`src/rtl/bda_pkg.sv`:
```
// shared types, codes and defaults for the deadlock-avoidance unit
// depends on nothing; used by bda_ctrl, bda_dp and the top level
package bda_pkg;

  // default sizes handed to the top-level parameters
  localparam int MaxProcsDef   = 16;
  localparam int MaxResDef     = 8;
  localparam int CountWidthDef = 16;

  // register reset values
  localparam logic [4:0] ProcCountRst = 5'd16;
  localparam logic [3:0] ResCountRst  = 4'd8;

  // register indexes (paddr bit 2)
  localparam logic RegProcCount = 1'b0;
  localparam logic RegResCount  = 1'b1;

  // input opcodes
  typedef enum logic [2:0] {
    OP_LOAD_CLAIM = 3'd0,
    OP_LOAD_ALLOC = 3'd1,
    OP_LOAD_AVAIL = 3'd2,
    OP_REQUEST    = 3'd3,
    OP_CHECK      = 3'd4
  } op_e;

  // result status codes
  typedef enum logic [2:0] {
    ST_LOADED     = 3'd0,
    ST_OVER_CLAIM = 3'd1,
    ST_SAFE       = 3'd2,
    ST_UNSAFE     = 3'd3,
    ST_OVER_NEED  = 3'd4,
    ST_OVER_AVAIL = 3'd5,
    ST_GRANTED    = 3'd6,
    ST_REFUSED    = 3'd7
  } st_e;

  // commands from controller to datapath
  typedef struct packed {
    logic clr_step;
    logic latch;
    logic rd_item;
    logic rd_scan;
    logic avail_load;
    logic buf_load;
    logic buf_clear;
    logic ld_update;
    logic req_eval;
    logic work_init;
    logic scan_skip;
    logic scan_test;
    logic rollback;
    logic st_set;
    st_e  st_val;
    logic emit_single;
    logic emit_seq;
  } cmd_t;

  // status from datapath to controller
  typedef struct packed {
    op_e  op;
    logic fin;
    logic pin;
    logic req_fail;
    logic scan_done;
    logic cur_finished;
    logic safe;
    logic slot_free;
    logic seq_last;
    logic clr_last;
  } stat_t;

endpackage

```
`src/rtl/bda_ctrl.sv`:
```
// controller state machine of the deadlock-avoidance unit
// depends on bda_pkg; drives bda_dp through cmd_t and reads stat_t
module bda_ctrl (
  input  logic           clk_i,
  input  logic           rst_ni,
  input  logic           in_valid_i,
  output logic           in_stall_o,
  input  bda_pkg::stat_t stat_i,
  output bda_pkg::cmd_t  cmd_o
);

  typedef enum logic [10:0] {
    S_CLEAR  = 11'b00000000001,
    S_IDLE   = 11'b00000000010,
    S_DECODE = 11'b00000000100,
    S_LDWR   = 11'b00000001000,
    S_REQCHK = 11'b00000010000,
    S_INIT   = 11'b00000100000,
    S_SCAN   = 11'b00001000000,
    S_TEST   = 11'b00010000000,
    S_END    = 11'b00100000000,
    S_EMIT1  = 11'b01000000000,
    S_SEQ    = 11'b10000000000
  } state_e;

  state_e state_q, state_d;

  // state register
  always_ff @(posedge clk_i or negedge rst_ni) begin
    if (!rst_ni) begin
      state_q <= S_CLEAR;
    end else begin
      state_q <= state_d;
    end
  end

  assign in_stall_o = (state_q != S_IDLE);

  // next state and commands
  always_comb begin
    state_d = state_q;
    cmd_o   = '0;
    cmd_o.st_val = bda_pkg::ST_LOADED;
    case (state_q)
      S_CLEAR: begin
        cmd_o.clr_step = 1'b1;
        if (stat_i.clr_last) state_d = S_IDLE;
      end
      S_IDLE: begin
        if (in_valid_i) begin
          cmd_o.latch = 1'b1;
          state_d     = S_DECODE;
        end
      end
      S_DECODE: begin
        case (stat_i.op)
          bda_pkg::OP_LOAD_CLAIM, bda_pkg::OP_LOAD_ALLOC: begin
            cmd_o.rd_item = 1'b1;
            state_d       = S_LDWR;
          end
          bda_pkg::OP_LOAD_AVAIL: begin
            cmd_o.avail_load = 1'b1;
            cmd_o.st_set     = 1'b1;
            state_d          = S_EMIT1;
          end
          bda_pkg::OP_REQUEST: begin
            cmd_o.buf_load = 1'b1;
            if (!stat_i.fin) begin
              cmd_o.st_set = 1'b1;
              state_d      = S_EMIT1;
            end else if (!stat_i.pin) begin
              cmd_o.st_set    = 1'b1;
              cmd_o.st_val    = bda_pkg::ST_OVER_NEED;
              cmd_o.buf_clear = 1'b1;
              state_d         = S_EMIT1;
            end else begin
              cmd_o.rd_item = 1'b1;
              state_d       = S_REQCHK;
            end
          end
          bda_pkg::OP_CHECK: begin
            state_d = S_INIT;
          end
          default: begin
            cmd_o.st_set = 1'b1;
            state_d      = S_EMIT1;
          end
        endcase
      end
      S_LDWR: begin
        cmd_o.ld_update = 1'b1;
        state_d         = S_EMIT1;
      end
      S_REQCHK: begin
        cmd_o.req_eval = 1'b1;
        if (stat_i.req_fail) begin
          cmd_o.buf_clear = 1'b1;
          state_d         = S_EMIT1;
        end else begin
          state_d = S_INIT;
        end
      end
      S_INIT: begin
        cmd_o.work_init = 1'b1;
        state_d         = S_SCAN;
      end
      S_SCAN: begin
        if (stat_i.scan_done) begin
          state_d = S_END;
        end else if (stat_i.cur_finished) begin
          cmd_o.scan_skip = 1'b1;
        end else begin
          cmd_o.rd_scan = 1'b1;
          state_d       = S_TEST;
        end
      end
      S_TEST: begin
        cmd_o.scan_test = 1'b1;
        state_d         = S_SCAN;
      end
      S_END: begin
        cmd_o.st_set = 1'b1;
        if (stat_i.op == bda_pkg::OP_REQUEST) begin
          cmd_o.buf_clear = 1'b1;
          if (stat_i.safe) begin
            cmd_o.st_val = bda_pkg::ST_GRANTED;
            state_d      = S_SEQ;
          end else begin
            cmd_o.rollback = 1'b1;
            cmd_o.st_val   = bda_pkg::ST_REFUSED;
            state_d        = S_EMIT1;
          end
        end else if (stat_i.safe) begin
          cmd_o.st_val = bda_pkg::ST_SAFE;
          state_d      = S_SEQ;
        end else begin
          cmd_o.st_val = bda_pkg::ST_UNSAFE;
          state_d      = S_EMIT1;
        end
      end
      S_EMIT1: begin
        if (stat_i.slot_free) begin
          cmd_o.emit_single = 1'b1;
          state_d           = S_IDLE;
        end
      end
      S_SEQ: begin
        if (stat_i.slot_free) begin
          cmd_o.emit_seq = 1'b1;
          if (stat_i.seq_last) state_d = S_IDLE;
        end
      end
      default: begin
        state_d = S_IDLE;
      end
    endcase
  end

endmodule

```
`config.mk`:
```
export PLATFORM = sky130hd
export DESIGN_NAME = bda_ctrl
export DESIGN_NICKNAME = d
export VERILOG_FILES = /design/src/rtl/bda_pkg.sv /design/src/rtl/bda_ctrl.sv
export SDC_FILE = /design/constraint.sdc
export NUM_CORES = 1
export LEC_CHECK = 0
export ABC_AREA = 1
export BUFFER_PORTS_ARGS = -buffer_cell sky130_fd_sc_hd__buf_2
export CAP_MARGIN = 20
export CORE_MARGIN = 4
export CORE_UTILIZATION = 30
export DETAILED_ROUTE_END_ITERATION = 7
export PLACE_DENSITY = 0.51
export RECOVER_POWER = 25
export SYNTH_ARGS = -nofsm -noshare
export SYNTH_HDL_FRONTEND = slang
export SYNTH_SLANG_ARGS = --single-unit
```
`constraint.sdc`:
```
create_clock -name clk_i -period 3.7 [get_ports clk_i]
set_clock_uncertainty 0.15 [all_clocks]
set_input_delay 0.185 -clock clk_i [delete_from_list [all_inputs] [get_ports clk_i]]
set_output_delay 0.185 -clock clk_i [all_outputs]
set_load 0.01 [all_outputs]
```
==> qor.txt, run 1 <==
status: completed
GR peak layer: met2
grt met2 use: 23.3%
Tightest Pin Transition: 0.669 ns
clk sinks: 11
met3 Resource Use GR: 1.53%
Core ar.: 3130 µm²
Root Buffer: clkbuf_4
non-filler cells, final: 231
Clock Pin Slew Worst Setup and Hold Paths: 0.08 ns
Crit Path Class: flip-flop to primary output
Max Fanout on Critical Path: 4
Starting DRT DRC Count: 26
IO Count: 35
Fill cells: 345
Antenna Cells: 0
crit end category: primary output
Critical Path, Cell by Cell: nor2_2 -> nand2_4 -> nor2_4 -> nand2_2 -> nor2_4 -> nand3b_1 -> nand3_1 -> buf_2
# setup viols final: 0
Post-Synthesis Cells: 144
die width: 65.9 µm
I/O Buffers: 34
nets@finish: 203
area occupied by registers: 277 µm²
CP max-delay cell: dfrtp_1
#FFs+latches synth: 11
Cells after DPL: 222
Max transition margin: 55.4%
starting density of the core: 32.2%
max FFs per register: 11
row cnt: 20
number of global-route vias before repair: 1044
global-route wire length before repair: 4450 µm
power after layout: 596 µW
HPWL Detailed: 2200 µm
max-slew violations: 0
Seq/Total Area, Yosys: 27.5%
Peak VDD IR: 0.000109 V
Top Family by Delay on Critical Path: simple AND/OR/NAND/NOR gates
worst hold start: stat_i[5]
worst endpoint data arrival time: 1.69 ns
post-synthesis cell area: 1010 µm²
maximum root-to-sink buffer count: 2
Die Ht: 65.9 µm
crit share post-route: 54.7%
MaxCap Viol Count: 0
register-to-register setup slack: 2.09 ns
total global-route track usage: 13.4%
hold depth: 2
GPL Wtd Cong: 0.788
Remaining DRCs: 0
TritonCTS buffer count: 3
CTS tree: done
Largest regs: state_q x11
Cell Pwr Density: 456 nW/µm²
Worst setup SP type: flip-flop
vias post-DR: 1024
layout cell share with drive strength beyond 1: 38.5%
area of the multi-input gates: 603 µm²
Leak: 0.779 nW
die area: 4350 µm²
post-route antenna net violation count: 0
most frequent cells in the layout: 33 x buf_2, 27 x inv_1, 26 x nand2_1
Worst R2R Start: state_q[10]$_DFFE_PN0P_
commonest non-fill, non-tap cell in the layout: buf_2
Via density: 4.43
Final TNS setup: 0 ns
fmax: 494 MHz
Buf/Inv on CP: 1
remaining global-route overflow: 0
Mean Syn Cell Area: 6.99 µm²
hold crit path type: input port to flip-flop
wirelength, routed: 2590 µm
Post-Syn Nets: 159
drt first pass iters: 4
CP max stage delay: 0.42 ns
met1 usage: 16.4%
clk_lat worst skew: 0.27 ns
Reg2Reg Depth: 10
synth unique cells: 24
CP dominant cell by count: nor2_4
initial antenna violation count: 0
Worst EP required: 3.37 ns
final hold violation count: 0
largest net degree at the start of global routing: 12
WHS Endpoint: state_q[7]$_DFFE_PN0P_
Largest Register: state_q
RR Endpoint: state_q[10]$_DFFE_PN0P_
unrepaired setup endpoints after global routing: false
min Tclk post-route: 2.02 ns
Yosys warnings: 0
H-tree Lvls: 1
Area Overhead vs Synth: 29.8%
routed len/inst: 11.2 µm
[routing by layer]
layer	up-vias	routed length, µm
met1	454	1180
met4	0	38
met2	29	1260
li1	537	-
met5	-	0
met3	4	113
[logic make-up after synthesis]
family	Yosys count	share of synthesized area, %
compound gates	7	3.98
buf+inv	34	12.7
flops	11	27.5
simple gates	92	55.9
[worst register-to-register path: cells and delay by family (launching register included)]
family	cells	cell delay (ns)
buf+inv	1	0.04
simple gates	9	0.90
flops	1	0.42
[through the flow]
stage	instance area [µm²]	hold slack, ns	util [%]	worst slack (ns)
floorplan	1010	-0.261	-	2.15
global placement	1230	-0.0731	39.4	2.05
detailed placement	1230	-0.0653	39.4	2.00
CTS	1300	0.00571	41.5	1.66
global route	1310	0.0203	41.8	1.54
finish	1310	0.0107	41.8	1.68
[layout make-up]
class                           instances  share of cell area, %
Tap cell                               44                   4.21
Multi-Input combinational cell         99                   46.1
Timing Repair Buffer                   39                   16.7
Clock buffer                            4                   2.01
Sequential cell                        11                   21.1
Inverter                               34                   9.76
[synth_stat cells, drive strengths merged]
library cell | instances | share of area [%]
nor2 | 27 | 18
dfstp | 1 | 2.6
o22ai | 1 | 0.62
nand2 | 36 | 18
nor3 | 12 | 7.6
o21ai | 5 | 2.5
nor3b | 1 | 1.2
nand4 | 4 | 2.5
o32ai | 1 | 0.87
nand3 | 9 | 6.0
nor4 | 2 | 1.2
inv | 34 | 13
dfrtp | 10 | 25
nand3b | 1 | 0.75
[what timing repair did]
item | in CTS | in global routing
setup buffers | 0 | 0
hold buffers | 4 | 1
resized for setup | 0 | 0
hold endpoints to repair | 14 | 1
[worst max-delay path by stage]
stage                            startpoint         to  depth (start not counted)
global placement     state_q[6]$_DFFE_PN0P_  cmd_o[16]                          8
global route        state_q[10]$_DFFE_PN0P_  cmd_o[14]                          8
finish              state_q[10]$_DFFE_PN0P_  cmd_o[12]                          8
CTS                              stat_i[10]  cmd_o[12]                          9
floorplan           state_q[10]$_DFFE_PN0P_  cmd_o[12]                          7
detailed placement  state_q[10]$_DFFE_PN0P_  cmd_o[12]                          8
[where the power goes]
group	switching, mW	internal [mW]	leakage [nW]
registers	0.0190	0.139	0.145
logic	0.225	0.126	0.619
clock network	0.0455	0.0418	0.0150
total	0.289	0.307	0.779
(Power assumes the default switching activity.)
==> inputs of run 2 (changes only) <==
==> constraint.sdc (replaced) <==
create_clock -name clk_i -period 1.9 [get_ports clk_i]
set_clock_uncertainty 0.15 [all_clocks]
set_input_delay 0.095 -clock clk_i [delete_from_list [all_inputs] [get_ports clk_i]]
set_output_delay 0.095 -clock clk_i [all_outputs]
set_load 0.01 [all_outputs]
==> run 2 against run 1 <==
Effect of this change: sequential power grew 94%; sequential share of layout area shrank 1.6 points; combinational power grew 120%; register-to-register slack lost 2.0 ns; global-route usage shrank 0.10 points; largest cell class unchanged; highest routed layer unchanged.
==> qor.txt, run 2 (synthesized netlist as in run 1, its figures left out) <==
status: completed
MaxCap Viol Count: 0
CP max-delay cell: dfrtp_1
vias post-DR: 1088
Remaining DRCs: 0
hold crit path type: input port to flip-flop
final worst setup slack: 0.0323 ns
CTS tree: done
initial antenna violation count: 0
TritonCTS buffer count: 3
Antenna Cells: 0
Die Ht: 65.9 µm
crit end category: primary output
Max transition margin: 54.5%
die area: 4350 µm²
area occupied by registers: 279 µm²
wirelength, routed: 2750 µm
Starting DRT DRC Count: 24
Max Fanout on Critical Path: 4
Clock Pin Slew Worst Setup and Hold Paths: 0.07 ns
drt first pass iters: 4
Peak VDD IR: 0.000223 V
pre-CTS setup slack: 0.294 ns
Via density: 4.51
Worst setup SP type: flip-flop
H-tree Lvls: 1
post-route antenna net violation count: 0
row cnt: 20
Largest regs: state_q x11
Worst EP required: 1.65 ns
I/O Buffers: 34
nets@finish: 213
commonest non-fill, non-tap cell in the layout: buf_2
clk_lat worst skew: 0.27 ns
total global-route track usage: 13.3%
Final TNS setup: 0 ns
most frequent cells in the layout: 33 x buf_2, 25 x inv_1, 23 x nand2_1
IO Count: 35
Crit Path Class: flip-flop to primary output
maximum root-to-sink buffer count: 2
Cells after DPL: 222
non-filler cells, final: 241
routed len/inst: 11.4 µm
Root Buffer: clkbuf_4
fmax: 535 MHz
die width: 65.9 µm
HPWL Detailed: 2200 µm
Tightest Pin Transition: 0.683 ns
starting density of the core: 32.2%
Leak: 0.833 nW
Area Overhead vs Synth: 41.9%
largest net degree at the start of global routing: 12
Core ar.: 3130 µm²
min Tclk post-route: 1.87 ns
layout cell share with drive strength beyond 1: 45.2%
area of the multi-input gates: 639 µm²
# setup viols final: 0
Cell Pwr Density: 865 nW/µm²
unrepaired setup endpoints after global routing: true
Critical Path, Cell by Cell: nor2_2 -> nand2_4 -> nor2_4 -> nand2_4 -> nor2_4 -> nand3b_1 -> nand3_1 -> buf_2
Fill cells: 344
GPL Wtd Cong: 0.805
number of global-route vias before repair: 1105
clk sinks: 11
global-route wire length before repair: 4540 µm
max-slew violations: 0
remaining global-route overflow: 0
max FFs per register: 11
worst endpoint data arrival time: 1.62 ns
CP max stage delay: 0.42 ns
final hold violation count: 0
crit share post-route: 98.3%
Largest Register: state_q
[run 2: cell count changes in the layout (fill, tap and decap cells not counted), moves of 2 or more]
| cell | previous run | this run |
|---|---|---|
| buf_4 | 0 | 7 |
| dfrtp_1 | 10 | 8 |
| dfrtp_2 | 0 | 2 |
| dlygate4sd3_1 | 5 | 8 |
| inv_1 | 27 | 25 |
| inv_2 | 7 | 9 |
| nand2_1 | 26 | 23 |
| nand2_2 | 5 | 7 |
| nor3_1 | 10 | 8 |
| nor3_2 | 1 | 3 |
[run 2: timing repair]
| action | 4_1_cts | 5_1_grt |
|---|---|---|
| pin swaps | 0 | 7 |
| endpoints found under the setup margin | 4 | 7 |
| setup buffers | 0 | 7 |
| hold buffers | 8 | 0 |
| gates cloned | 0 | 0 |
| endpoints found under the hold margin | 17 | 0 |
| resized for setup | 1 | 12 |
[run 2: final cells by class]
cell class                      count  share of cell area (%)
Timing Repair Buffer               49                    21.1
Tap cell                           44                    3.85
Sequential cell                    11                    19.5
Inverter                           34                    8.93
Clock buffer                        4                    1.84
Multi-Input combinational cell     99                    44.7
[run 2: worst paths after layout]
check	startpoint	endpoint	slack [ns]	cells past startpoint
worst min register to register	state_q[10]$_DFFE_PN0P_	state_q[10]$_DFFE_PN0P_	0.49	4
worst min-delay path	in_valid_i	state_q[1]$_DFFE_PN0P_	0.01	4
min in group asynchronous	rst_ni	state_q[1]$_DFFE_PN0P_	0.23	2
worst max register to register	state_q[4]$_DFFE_PN0P_	state_q[7]$_DFFE_PN0P_	0.06	6
worst max-delay path	state_q[4]$_DFFE_PN0P_	cmd_o[12]	0.03	8
max in group asynchronous	rst_ni	state_q[7]$_DFFE_PN0P_	0.90	2
[run 2: where the power goes]
| part | switching, mW | total [mW] | internal [mW] |
|---|---|---|---|
| Clock | 0.0827 | 0.164 | 0.0812 |
| Sequential | 0.0349 | 0.307 | 0.272 |
| Combinational | 0.474 | 0.765 | 0.291 |
| Total | 0.592 | 1.24 | 0.644 |
[run 2: per-stage QoR]
stage | total power [mW] | hold slack, ns | utilization (%) | instance area (µm²)
finish | 1.24 | 0.0115 | 45.7 | 1430
global route | 1.34 | 0.0388 | 45.7 | 1430
CTS | 1.19 | 0.0169 | 43.0 | 1340
detailed placement | 1.00 | -0.158 | 39.4 | 1230
global placement | 1.00 | -0.163 | 39.4 | 1230
floorplan | 0.847 | -0.351 | - | 1010
[run 2: per-layer routing]
metal / up-vias / global-route usage (%) / share of wire (%)
met1: 498 / 16.4 / 43
met4: 0 / 5.08 / 1.3
met2: 31 / 23.7 / 51
li1: 555 / - / -
met5: - / 0 / 0
met3: 4 / 1.19 / 4.5
[run 2: worst max-delay path, delay by kind of cell, from the launching register on]
| kind | cells | cell delay (ns) |
|---|---|---|
| buf+inv | 1 | 0.13 |
| flops | 1 | 0.42 |
| simple gates | 7 | 0.82 |
